`config.mk`:
```
export PLATFORM = sky130hd
export DESIGN_NAME = ntc_table_interpolator
export DESIGN_NICKNAME = d
export VERILOG_FILES = /design/src/sv/ntc_pkg.sv /design/src/sv/ntc_table_interpolator.sv
export SDC_FILE = /design/constraint.sdc
export NUM_CORES = 1
export LEC_CHECK = 0
export BUFFER_PORTS_ARGS = -buffer_cell sky130_fd_sc_hd__clkbuf_2
export CAP_MARGIN = 30
export CORE_UTILIZATION = 30
export CTS_BUF_LIST = sky130_fd_sc_hd__clkbuf_4 sky130_fd_sc_hd__clkbuf_8 sky130_fd_sc_hd__clkbuf_16
export DETAILED_ROUTE_END_ITERATION = 8
export PLACE_DENSITY = 0.5
export SETUP_SLACK_MARGIN = 0.05
export SLEW_MARGIN = 40
export SYNTH_ARGS = -nofsm -noshare
export SYNTH_HDL_FRONTEND = slang
export SYNTH_SLANG_ARGS = --single-unit
```
`constraint.sdc`:
```
create_clock -name clk -period 8.3 [get_ports clk]
set_input_delay 1.245 -clock clk [delete_from_list [all_inputs] [get_ports clk]]
set_output_delay 1.245 -clock clk [all_outputs]
set_load 0.03 [all_outputs]
```
`src/sv/ntc_pkg.sv`:
```
// Package: thermistor table constants, reciprocals and register indexes for ntc_table_interpolator
`default_nettype none

package ntc_pkg;

	localparam int TABLE_ENTRIES = 12;
	localparam int SEGMENTS      = TABLE_ENTRIES - 1;
	localparam int ADC_W         = 12;
	localparam int TEMP_W        = 16;
	localparam int ERR_W         = 16;
	localparam int SEG_W         = 4;
	localparam int ROW_TEMP_W    = 11;
	localparam int DT_W          = 7;
	localparam int DEN_W         = 9;
	localparam int RECIP_W       = 14;
	localparam int RECIP_SHIFT   = 19;
	localparam int NABS_W        = 19;
	localparam int NUM_W         = 21;
	localparam int Q_W           = 13;
	localparam int T_W           = 15;
	localparam int PADDR_W       = 4;
	localparam int PDATA_W       = 32;

	localparam logic [ADC_W-1:0] TEMP_MAX = 12'd2500;

	localparam logic FUNC_STEAM = 1'b1;

	typedef enum logic [1:0] {
		REG_MIN_VALID   = 2'd0,
		REG_MAX_VALID   = 2'd1,
		REG_ERROR_VALUE = 2'd2
	} reg_idx_t;

	localparam logic [ADC_W-1:0] COFFEE_CODES [TABLE_ENTRIES] = '{
		12'd3157, 12'd2844, 12'd2501, 12'd2147, 12'd1939, 12'd1872,
		12'd1806, 12'd1743, 12'd1678, 12'd1616, 12'd1497, 12'd1225
	};

	localparam logic [ADC_W-1:0] STEAM_CODES [TABLE_ENTRIES] = '{
		12'd3167, 12'd2858, 12'd2518, 12'd2165, 12'd1960, 12'd1892,
		12'd1826, 12'd1761, 12'd1698, 12'd1635, 12'd1511, 12'd1227
	};

	localparam logic [ROW_TEMP_W-1:0] ROW_TEMP [TABLE_ENTRIES] = '{
		11'd500, 11'd600, 11'd700, 11'd800, 11'd860, 11'd880,
		11'd900, 11'd920, 11'd940, 11'd960, 11'd1000, 11'd1100
	};

	// floor(2^RECIP_SHIFT / segment ADC span)
	localparam logic [RECIP_W-1:0] COFFEE_RECIP [SEGMENTS] = '{
		14'd1675, 14'd1528, 14'd1481, 14'd2520, 14'd7825, 14'd7943,
		14'd8322, 14'd8065, 14'd8456, 14'd4405, 14'd1927
	};

	localparam logic [RECIP_W-1:0] STEAM_RECIP [SEGMENTS] = '{
		14'd1696, 14'd1542, 14'd1485, 14'd2557, 14'd7710, 14'd7943,
		14'd8065, 14'd8322, 14'd8322, 14'd4228, 14'd1846
	};

	function automatic logic [ADC_W-1:0] adc_code(input logic steam, input logic [SEG_W-1:0] row);
		logic [ADC_W-1:0] code;
		code = steam ? STEAM_CODES[row] : COFFEE_CODES[row];
		return code;
	endfunction

	function automatic logic [RECIP_W-1:0] seg_recip(input logic steam, input logic [SEG_W-1:0] seg);
		logic [RECIP_W-1:0] r;
		r = steam ? STEAM_RECIP[seg] : COFFEE_RECIP[seg];
		return r;
	endfunction

endpackage

`default_nettype wire

```
`src/sv/ntc_table_interpolator.sv`:
```
// Top level: pipelined thermistor ADC to temperature conversion by table interpolation
// Seven register stages lie between the input transfer and out_valid.
// Throughput: one reading per cycle while out_ready is high; stages hold while the next holds.
// The divide by the segment span is a reciprocal multiply plus one correction step.
// Reset clears every stage valid bit and loads min_valid 0, max_valid 4095, error_value 65535.
`default_nettype none

module ntc_table_interpolator (
	input  wire logic                            clk,
	input  wire logic                            arst_n,
	input  wire logic                            in_valid,
	output logic                                 in_ready,
	input  wire logic                            func,
	input  wire logic [ntc_pkg::ADC_W-1:0]       adc_sample,
	output logic                                 out_valid,
	input  wire logic                            out_ready,
	output logic [ntc_pkg::TEMP_W-1:0]           temperature,
	output logic                                 sensor_fault,
	input  wire logic                            psel,
	input  wire logic                            penable,
	input  wire logic                            pwrite,
	input  wire logic [ntc_pkg::PADDR_W-1:0]     paddr,
	input  wire logic [ntc_pkg::PDATA_W-1:0]     pwdata,
	output logic [ntc_pkg::PDATA_W-1:0]          prdata,
	output logic                                 pready
);

	logic [ntc_pkg::ADC_W-1:0] min_valid_q;
	logic [ntc_pkg::ADC_W-1:0] max_valid_q;
	logic [ntc_pkg::ERR_W-1:0] error_value_q;
	ntc_pkg::reg_idx_t         reg_idx;

	assign pready  = 1'b1;
	assign reg_idx = ntc_pkg::reg_idx_t'(paddr[3:2]);

	always_ff @(posedge clk or negedge arst_n) begin
		if (!arst_n) begin
			min_valid_q   <= '0;
			max_valid_q   <= '1;
			error_value_q <= '1;
		end else if (psel && penable && pwrite) begin
			unique case (reg_idx)
				ntc_pkg::REG_MIN_VALID:   min_valid_q   <= pwdata[ntc_pkg::ADC_W-1:0];
				ntc_pkg::REG_MAX_VALID:   max_valid_q   <= pwdata[ntc_pkg::ADC_W-1:0];
				ntc_pkg::REG_ERROR_VALUE: error_value_q <= pwdata[ntc_pkg::ERR_W-1:0];
				default: ;
			endcase
		end
	end

	always_comb begin
		unique case (reg_idx)
			ntc_pkg::REG_MIN_VALID:   prdata = ntc_pkg::PDATA_W'(min_valid_q);
			ntc_pkg::REG_MAX_VALID:   prdata = ntc_pkg::PDATA_W'(max_valid_q);
			ntc_pkg::REG_ERROR_VALUE: prdata = ntc_pkg::PDATA_W'(error_value_q);
			default:                  prdata = '0;
		endcase
	end

	logic v_s1, v_s2, v_s3, v_s4, v_s5, v_s6, v_s7;
	logic rdy_s1, rdy_s2, rdy_s3, rdy_s4, rdy_s5, rdy_s6, rdy_s7;

	assign rdy_s7 = !v_s7 || out_ready;
	assign rdy_s6 = !v_s6 || rdy_s7;
	assign rdy_s5 = !v_s5 || rdy_s6;
	assign rdy_s4 = !v_s4 || rdy_s5;
	assign rdy_s3 = !v_s3 || rdy_s4;
	assign rdy_s2 = !v_s2 || rdy_s3;
	assign rdy_s1 = !v_s1 || rdy_s2;
	assign in_ready = rdy_s1;

	always_ff @(posedge clk or negedge arst_n) begin
		if (!arst_n) begin
			v_s1 <= 1'b0;
			v_s2 <= 1'b0;
			v_s3 <= 1'b0;
			v_s4 <= 1'b0;
			v_s5 <= 1'b0;
			v_s6 <= 1'b0;
			v_s7 <= 1'b0;
		end else begin
			if (rdy_s1) v_s1 <= in_valid;
			if (rdy_s2) v_s2 <= v_s1;
			if (rdy_s3) v_s3 <= v_s2;
			if (rdy_s4) v_s4 <= v_s3;
			if (rdy_s5) v_s5 <= v_s4;
			if (rdy_s6) v_s6 <= v_s5;
			if (rdy_s7) v_s7 <= v_s6;
		end
	end

	// Stage 1: window check and segment select
	logic [ntc_pkg::SEG_W-1:0] seg_c;
	logic                      fault_c;

	always_comb begin
		seg_c = '0;
		for (int i = ntc_pkg::SEGMENTS - 1; i >= 0; i--) begin
			if (adc_sample <= ntc_pkg::adc_code(func, ntc_pkg::SEG_W'(i)) &&
			    adc_sample >= ntc_pkg::adc_code(func, ntc_pkg::SEG_W'(i + 1))) begin
				seg_c = ntc_pkg::SEG_W'(i);
			end
		end
		if (adc_sample <= ntc_pkg::adc_code(func, ntc_pkg::SEG_W'(ntc_pkg::TABLE_ENTRIES - 1)))
			seg_c = ntc_pkg::SEG_W'(ntc_pkg::SEGMENTS - 1);
		if (adc_sample >= ntc_pkg::adc_code(func, '0))
			seg_c = '0;
		fault_c = (adc_sample < min_valid_q) || (adc_sample > max_valid_q);
	end

	logic                      func_s1;
	logic [ntc_pkg::ADC_W-1:0] adc_s1;
	logic [ntc_pkg::SEG_W-1:0] seg_s1;
	logic                      fault_s1;

	always_ff @(posedge clk) begin
		if (rdy_s1) begin
			func_s1  <= func;
			adc_s1   <= adc_sample;
			seg_s1   <= seg_c;
			fault_s1 <= fault_c;
		end
	end

	// Stage 2: table lookup and offset from segment start
	logic [ntc_pkg::ADC_W-1:0]      a0_c;
	logic [ntc_pkg::ADC_W-1:0]      a1_c;
	logic [ntc_pkg::SEG_W-1:0]      seg_next_c;
	logic [ntc_pkg::ROW_TEMP_W-1:0] t1_c;
	logic [ntc_pkg::ADC_W:0]        diff_c;
	logic [ntc_pkg::ADC_W-1:0]      span_c;
	logic [ntc_pkg::ROW_TEMP_W-1:0] dt_c;

	assign seg_next_c = seg_s1 + 1'b1;
	assign a0_c       = ntc_pkg::adc_code(func_s1, seg_s1);
	assign a1_c       = ntc_pkg::adc_code(func_s1, seg_next_c);
	assign t1_c       = ntc_pkg::ROW_TEMP[seg_next_c];
	assign diff_c     = {1'b0, adc_s1} - {1'b0, a0_c};
	assign span_c     = a0_c - a1_c;
	assign dt_c       = t1_c - ntc_pkg::ROW_TEMP[seg_s1];

	logic signed [ntc_pkg::ADC_W:0]   diff_s2;
	logic [ntc_pkg::DT_W-1:0]         dt_s2;
	logic [ntc_pkg::DEN_W-1:0]        den_s2;
	logic [ntc_pkg::RECIP_W-1:0]      recip_s2;
	logic [ntc_pkg::ROW_TEMP_W-1:0]   t0_s2;
	logic                             fault_s2;

	always_ff @(posedge clk) begin
		if (rdy_s2) begin
			diff_s2  <= $signed(diff_c);
			dt_s2    <= dt_c[ntc_pkg::DT_W-1:0];
			den_s2   <= span_c[ntc_pkg::DEN_W-1:0];
			recip_s2 <= ntc_pkg::seg_recip(func_s1, seg_s1);
			t0_s2    <= ntc_pkg::ROW_TEMP[seg_s1];
			fault_s2 <= fault_s1;
		end
	end

	// Stage 3: numerator
	logic signed [ntc_pkg::NUM_W-1:0] num_c;

	assign num_c = diff_s2 * $signed({1'b0, dt_s2});

	logic signed [ntc_pkg::NUM_W-1:0] num_s3;
	logic [ntc_pkg::DEN_W-1:0]        den_s3;
	logic [ntc_pkg::RECIP_W-1:0]      recip_s3;
	logic [ntc_pkg::ROW_TEMP_W-1:0]   t0_s3;
	logic                             fault_s3;

	always_ff @(posedge clk) begin
		if (rdy_s3) begin
			num_s3   <= num_c;
			den_s3   <= den_s2;
			recip_s3 <= recip_s2;
			t0_s3    <= t0_s2;
			fault_s3 <= fault_s2;
		end
	end

	// Stage 4: magnitude times reciprocal gives the quotient estimate
	logic                                         neg_c;
	logic [ntc_pkg::NUM_W-1:0]                    abs_c;
	logic [ntc_pkg::NABS_W-1:0]                   nabs_c;
	logic [ntc_pkg::NABS_W+ntc_pkg::RECIP_W-1:0]  est_c;

	assign neg_c  = num_s3[ntc_pkg::NUM_W-1];
	assign abs_c  = neg_c ? ntc_pkg::NUM_W'(-num_s3) : ntc_pkg::NUM_W'(num_s3);
	assign nabs_c = abs_c[ntc_pkg::NABS_W-1:0];
	assign est_c  = nabs_c * recip_s3;

	logic [ntc_pkg::Q_W-1:0]          qe_s4;
	logic [ntc_pkg::NABS_W-1:0]       nabs_s4;
	logic [ntc_pkg::DEN_W-1:0]        den_s4;
	logic                             sub_s4;
	logic [ntc_pkg::ROW_TEMP_W-1:0]   t0_s4;
	logic                             fault_s4;

	always_ff @(posedge clk) begin
		if (rdy_s4) begin
			qe_s4    <= est_c[ntc_pkg::RECIP_SHIFT +: ntc_pkg::Q_W];
			nabs_s4  <= nabs_c;
			den_s4   <= den_s3;
			sub_s4   <= !neg_c;
			t0_s4    <= t0_s3;
			fault_s4 <= fault_s3;
		end
	end

	// Stage 5: back-multiply the estimate
	logic [ntc_pkg::Q_W+ntc_pkg::DEN_W-1:0] qd_c;

	assign qd_c = qe_s4 * den_s4;

	logic [ntc_pkg::Q_W-1:0]          qe_s5;
	logic [ntc_pkg::NABS_W-1:0]       qd_s5;
	logic [ntc_pkg::NABS_W-1:0]       nabs_s5;
	logic [ntc_pkg::DEN_W-1:0]        den_s5;
	logic                             sub_s5;
	logic [ntc_pkg::ROW_TEMP_W-1:0]   t0_s5;
	logic                             fault_s5;

	always_ff @(posedge clk) begin
		if (rdy_s5) begin
			qe_s5    <= qe_s4;
			qd_s5    <= qd_c[ntc_pkg::NABS_W-1:0];
			nabs_s5  <= nabs_s4;
			den_s5   <= den_s4;
			sub_s5   <= sub_s4;
			t0_s5    <= t0_s4;
			fault_s5 <= fault_s4;
		end
	end

	// Stage 6: correct the estimate by one
	logic [ntc_pkg::NABS_W-1:0] rem_c;
	logic [ntc_pkg::Q_W-1:0]    q_c;

	assign rem_c = nabs_s5 - qd_s5;
	assign q_c   = qe_s5 + ntc_pkg::Q_W'(rem_c >= ntc_pkg::NABS_W'(den_s5));

	logic [ntc_pkg::Q_W-1:0]          q_s6;
	logic                             sub_s6;
	logic [ntc_pkg::ROW_TEMP_W-1:0]   t0_s6;
	logic                             fault_s6;

	always_ff @(posedge clk) begin
		if (rdy_s6) begin
			q_s6     <= q_c;
			sub_s6   <= sub_s5;
			t0_s6    <= t0_s5;
			fault_s6 <= fault_s5;
		end
	end

	// Stage 7: apply sign, clamp, select the error code
	logic signed [ntc_pkg::T_W-1:0] t0_ext_c;
	logic signed [ntc_pkg::T_W-1:0] q_ext_c;
	logic signed [ntc_pkg::T_W-1:0] t_c;
	logic [ntc_pkg::TEMP_W-1:0]     clamp_c;

	assign t0_ext_c = $signed(ntc_pkg::T_W'(t0_s6));
	assign q_ext_c  = $signed(ntc_pkg::T_W'(q_s6));
	assign t_c      = sub_s6 ? (t0_ext_c - q_ext_c) : (t0_ext_c + q_ext_c);

	always_comb begin
		priority if (t_c < 0)
			clamp_c = '0;
		else if (t_c > $signed(ntc_pkg::T_W'(ntc_pkg::TEMP_MAX)))
			clamp_c = ntc_pkg::TEMP_W'(ntc_pkg::TEMP_MAX);
		else
			clamp_c = ntc_pkg::TEMP_W'(unsigned'(t_c));
	end

	logic [ntc_pkg::TEMP_W-1:0] temp_s7;
	logic                       fault_s7;

	always_ff @(posedge clk) begin
		if (rdy_s7) begin
			temp_s7  <= fault_s6 ? error_value_q : clamp_c;
			fault_s7 <= fault_s6;
		end
	end

	assign out_valid    = v_s7;
	assign temperature  = temp_s7;
	assign sensor_fault = fault_s7;

	assert property (@(posedge clk) disable iff (!arst_n)
		out_valid && !sensor_fault |-> temperature <= ntc_pkg::TEMP_W'(ntc_pkg::TEMP_MAX))
		else $error("interpolated temperature above clamp limit");

	assert property (@(posedge clk) disable iff (!arst_n)
		v_s5 |-> rem_c < {den_s5, 1'b0})
		else $error("reciprocal quotient estimate off by more than one");

	assert property (@(posedge clk) disable iff (!arst_n)
		v_s1 && adc_s1 <= ntc_pkg::adc_code(func_s1, '0) &&
		adc_s1 >= ntc_pkg::adc_code(func_s1, ntc_pkg::SEG_W'(ntc_pkg::TABLE_ENTRIES - 1))
		|-> adc_s1 <= a0_c && adc_s1 >= a1_c)
		else $error("selected segment does not bracket the reading");

endmodule

`default_nettype wire

```
# Word-level counts from Yosys, hierarchy flattened
# Memory sizes are Yosys's and may differ from the RTL's.
# Index checks and enable logic that the tools add are counted.
# op_classes
n_addsub,9
n_mul,3
magnitude_cmp,31
n_eq_ne,2
n_mux,49
bitwise,2
n_reduce_logical,35
# ops
operator,n
less-or-equal comparator 12 bit,11
greater-or-equal comparator 12 x 11 -> 1 bit,7
two-way mux 14 bit,5
greater-or-equal comparator 12 bit,5
two-way mux 12 bit,5
two-way mux 4 bit,13
two-way mux 6 bit,8
one-hot mux 16 bit (3 select lines),1
two-way mux 15 bit,3
two-way mux 9 bit,5
multiplier 19 x 14 -> 32 bit,1
two-way mux 11 bit,2
multiplier 13 x 8 -> 21 bit,1
greater-or-equal comparator 19 x 9 -> 1 bit,1
multiplier 13 x 9 -> 19 bit,1
two-way mux 19 bit,1
negation 19 bit,1
subtractor 19 bit,1
two-way mux 16 bit,1
greater-than comparator 15 x 13 -> 1 bit (second input constant),1
less-than comparator 15 x 1 -> 1 bit (second input constant),1
adder 11 x 13 -> 14 bit,1
two-way mux 7 bit,2
subtractor 11 x 13 -> 14 bit,1
21 further kinds,52
# word_totals
register_bits,346
rom_bits,1568
input_bits,56
output_inout_bits,52
mem_count,8
# mem_list
name,depth,word_bits,rd,rd_ports_with_merged_regs,write_ports,line_no,text
(no name shown),16,14,1,0,0,ntc_pkg.sv:68,r = steam ? STEAM_RECIP[seg] : COFFEE_RECIP[seg];
(no name shown),16,14,1,0,0,ntc_pkg.sv:68,
(no name shown),16,12,1,0,0,ntc_pkg.sv:62,code = steam ? STEAM_CODES[row] : COFFEE_CODES[row];
(no name shown),16,12,1,0,0,ntc_pkg.sv:62,
(no name shown),16,12,1,0,0,ntc_pkg.sv:62,
(no name shown),16,12,1,0,0,ntc_pkg.sv:62,
2 more memories,-,-,-,-,-,-,

# Longest topological paths before layout
# depth
ltp_word,15
depth_mapped,28

# Worst setup path after synthesis
# Ideal clock, no wire load.
# synth_timing
path_kind,register to register
from,register num_s3[8] in the netlist's numbering
to,"register qe_s4[12] in the netlist's numbering, data pin"
setup_time_ps,258
arrival_ps,7038
required_time_ps,8042
setup_slack_ps,1005
path_stages_with_launch,26
n_path_buf,1
synth_period_minus_slack_ps,7295
path_cell_list,edfxtp_1 -> or4_1 -> or2_1 -> or3_1 -> o31ai_1 -> xnor2_1 -> clkbuf_1 -> nand2_1 -> fa_1 -> inv_1 -> fa_1 -> fa_1 -> fa_1 -> inv_1 -> fa_1 -> inv_1 -> ha_1 -> ha_1 -> nand3_1 -> o211ai_1 -> o41ai_1 -> nand4_1 -> a31o_2 -> a21oi_1 -> o21ba_2 -> xnor2_1
# synth_between
elab_chain_cells,3
# synth_lines
item,line_no,text
"start, declared",ntc_table_interpolator.sv:165,logic signed [ntc_pkg::NUM_W-1:0] num_s3;
"start signal, assigned",ntc_table_interpolator.sv:173,num_s3 <= num_c;
negation 19 bit,ntc_table_interpolator.sv:188,assign abs_c = neg_c ? ntc_pkg::NUM_W'(-num_s3) : ntc_pkg::NUM_W'(num_s3);
two-way mux 19 bit,ntc_table_interpolator.sv:188,
"via abs_c, one bit",ntc_table_interpolator.sv:183,logic [ntc_pkg::NUM_W-1:0] abs_c;
multiplier 19 x 14 -> 32 bit,ntc_table_interpolator.sv:190,assign est_c = nabs_c * recip_s3;
"via est_c, one bit",ntc_table_interpolator.sv:185,logic [ntc_pkg::NABS_W+ntc_pkg::RECIP_W-1:0] est_c;
"end signal, assigned",ntc_table_interpolator.sv:201,qe_s4 <= est_c[ntc_pkg::RECIP_SHIFT +: ntc_pkg::Q_W];
"end, declared",ntc_table_interpolator.sv:192,logic [ntc_pkg::Q_W-1:0] qe_s4;
# The timed path passes the listed nets, and every way through them passes these cells.
# A chain may end at the register's enable or synchronous reset.

# Worst setup path in the final report
# layout_timing
from,register num_s3[8] in the netlist's numbering
to,"register qe_s4[12] in the netlist's numbering, data pin"
# layout_between
elab_chain_cells,3
# layout_lines
item,line_no
negation 19 bit,ntc_table_interpolator.sv:188
two-way mux 19 bit *,ntc_table_interpolator.sv:188
multiplier 19 x 14 -> 32 bit *,ntc_table_interpolator.sv:190
"via est_c, one bit",ntc_table_interpolator.sv:185
# The timed path passes the listed nets; every way through them passes the cells marked *.

==> reports/metrics.cfg <==
[synth]
synth.avg_cell_area_um2 = 10.2
synthArstFlopShare_pct = 14.4
synth.ff_latch_count = 327
syn_inst = 2955
yosys_warnings = 0
yosysSeqAreaShare_pct = 32.0
synthesis.area_um2 = 30000
synth_enable_flop_cells = 280
yosysTopAreaCell = edfxtp_1
synth_ff_type = edfxtp_1
synthDistinctLibCells = 82
ys_top_cells_by_area = edfxtp_1, fa_1, ha_1
yosys.area.top_type_share_pct = 28.0

[cts]
htree_num_levels = 2
cts-root-buf = clkbuf_16
clock_latency_ns = 0.58
clockBufferDepth = 3
postCtsSetupBuffers = 0
hold_buffers = 0
numCtsBuffers = 40
clk_pin_slew_ns = 0.06
clock-sinks = 327
cts_resized = 0
cts_tree = done

[critical_path]
critPathMaxFanout = 11
critPathKind = flop to flop
cp-start-kind = flop
path_buf_inv = 3
worstPathArrival_ns = 8.09
path_common_cell = fa_1
slowest_stage = or4_1
worstPathRequired_ns = 8.61
end_kind = flop
cp_slowest_stage_delay_ns = 0.56
crit_chain = or4_1 -> or2_1 -> or3_1 -> o31ai_1 -> xnor2_1 -> buf_4 -> nand2_1 -> fa_1 -> fa_1 -> inv_1 -> fa_1 -> fa_1 -> fa_1 -> ha_1 -> ha_1 -> a21oi_1 -> o211ai_1 -> o41ai_1 -> buf_4 -> nand4_1 -> a31o_2 -> a21oi_1 -> o21ba_2 -> xnor2_1
path_delay_family = adder cells

[place]
post-place-ws_ns = 0.532
io_buffers = 72
hpwl_um = 53900
postPlaceCellArea_um2 = 31900
routabilityCongestion = 0.827

[sta]
hold_viol = 0
fmaxAchievable_mhz = 129
slew_violations = 0
rsz0062_at_grt = no
tightest_slew_ns = 0.839
final-setup-viol-count = 0
min_period_over_period_pct = 93.7
setup-tns-final_ns = 0
skew_ns = 0.0367
relSlewSlack_pct = 43.7
worst_slack_ns = 0.519
min_period_ns = 7.78

[route]
wire_per_inst_um = 16.4
first_pass_iters = 5
wl_um = 70600
first_iter_violations = 1166
viasPerCell = 4.72
drc = 0
antenna_left = 0
vias = 20379

[global_route]
grt_overflow_total = 0
grt_pass1_vias = 21318
grt_max_degree = 53
track_usage_pct = 14.3
antenna_found_initial = 0
grt_pass1_wl_um = 117000

[finish]
areaGrowthSynthToFinish_pct = 10.7
final_nets = 3638
layout-drive-gt1-share_pct = 9.48
utilization_pct = 33.7
design_area_um2 = 33200
fill_cells = 10143

[job]
drv_cap = 0

[die]
initial_utilization_pct = 30.4
die_h_um = 318
pin_count = 108
rows = 115
core_area_um2 = 98700
fp.dieW_um = 318
dieArea_um2 = 101000

[min_path]
hold_path.class = flop to flop

[outcome]
status = completed

kinds of logic after synthesis:
group | Yosys count | synth area share, %
buf+inv | 559 | 7.25
flops | 327 | 32.0
other cells | 2 | 0.0250
compound gates | 431 | 9.31
fa+ha+maj | 586 | 31.8
mux | 51 | 1.88
xor+xnor | 118 | 3.44
simple gates | 881 | 14.3
worst reg2reg max path, cell delays in order, from the launching register on:
cell	delay [ns]
edfxtp_1	0.43
or4_1	0.56
or2_1	0.24
or3_1	0.39
o31ai_1	0.26
xnor2_1	0.35
buf_4	0.32
nand2_1	0.10
fa_1	0.48
fa_1	0.52
inv_1	0.06
fa_1	0.46
fa_1	0.51
fa_1	0.49
ha_1	0.32
ha_1	0.39
a21oi_1	0.18
o211ai_1	0.12
o41ai_1	0.27
buf_4	0.18
nand4_1	0.15
a31o_2	0.30
a21oi_1	0.23
o21ba_2	0.17
xnor2_1	0.06
state kept, by name, summed over array words and instances, names as in the netlist, 13 cells and up:
register,cells
temperature,16
qe_s5,13
nabs_s4,17
error_value_q,16
diff_s2,13
qd_s5,19
nabs_s5,17
q_s6,13
recip_s2,14
num_s3,18
recip_s3,14
qe_s4,13
per-stage QoR:
step	hold slack, ns	instances
2_1_floorplan	0.400	2970
3_3_place_gp	0.402	4239
3_5_place_dp	0.405	4241
4_1_cts	0.409	4314
5_1_grt	0.417	4314
6_report	0.410	4315
path summary, 6_finish.rpt:
path	start	endpoint	slack [ns]	depth (start not counted)
max	num_s3[8]	qe_s4[12]	0.52	24
min	den_s2[0]	den_s3[0]	0.41	0
max reg2reg	num_s3[8]	qe_s4[12]	0.52	24
min reg2reg	den_s2[0]	den_s3[0]	0.41	0
max in group asynchronous	arst_n	v_s4	7.15	2
min in group asynchronous	arst_n	min_valid_q[5]	0.76	2
metal layers:
metal	GRT usage, %	routed length (µm)
met1	20.0	33900
met2	23.6	33000
met3	1.70	2580
met4	2.89	1050
met5	0	0
cell usage in the layout, fill, tap and decap left out, types with 32 or more instances in the layout:
master       n
a21oi_1    112
and2_1     197
nand2_1    355
clkbuf_16   40
nor2_1     114
buf_4       44
fa_1       295
nor2b_1     32
nor3_1      37
mux2_2      32
o21ai_0    106
clkbuf_2    72
nand3_1     37
ha_1       291
edfxtp_1   280
inv_1      422
xnor2_1     91
Yosys cell counts (all sizes together) (28+ instances only):
| cell | number |
|---|---|
| buf | 34 |
| nand2 | 357 |
| edfxtp | 280 |
| a21o | 30 |
| nor2 | 114 |
| clkbuf | 100 |
| mux2 | 32 |
| xnor2 | 94 |
| a21oi | 113 |
| nor2b | 33 |
| inv | 424 |
| dfstp | 28 |
| ha | 291 |
| fa | 295 |
| nand3 | 39 |
| o21ai | 106 |
| and2 | 197 |
| nor3 | 38 |
cell type report:
type / instances / area [µm²] / share of cell area [%]
diodes: 1 / 2.50 / 0.00753
clock inverters: 24 / 248 / 0.745
multi-input cells: 2084 / 18400 / 55.2
inverters: 425 / 1600 / 4.81
well taps: 1287 / 1610 / 4.84
repair buffers: 118 / 738 / 2.22
clock buffers: 49 / 1080 / 3.25
flip-flops and latches: 327 / 9620 / 28.9
Power is not shown: default switching activity piles up to over one toggle a cycle in this logic, so the estimate is an artifact.
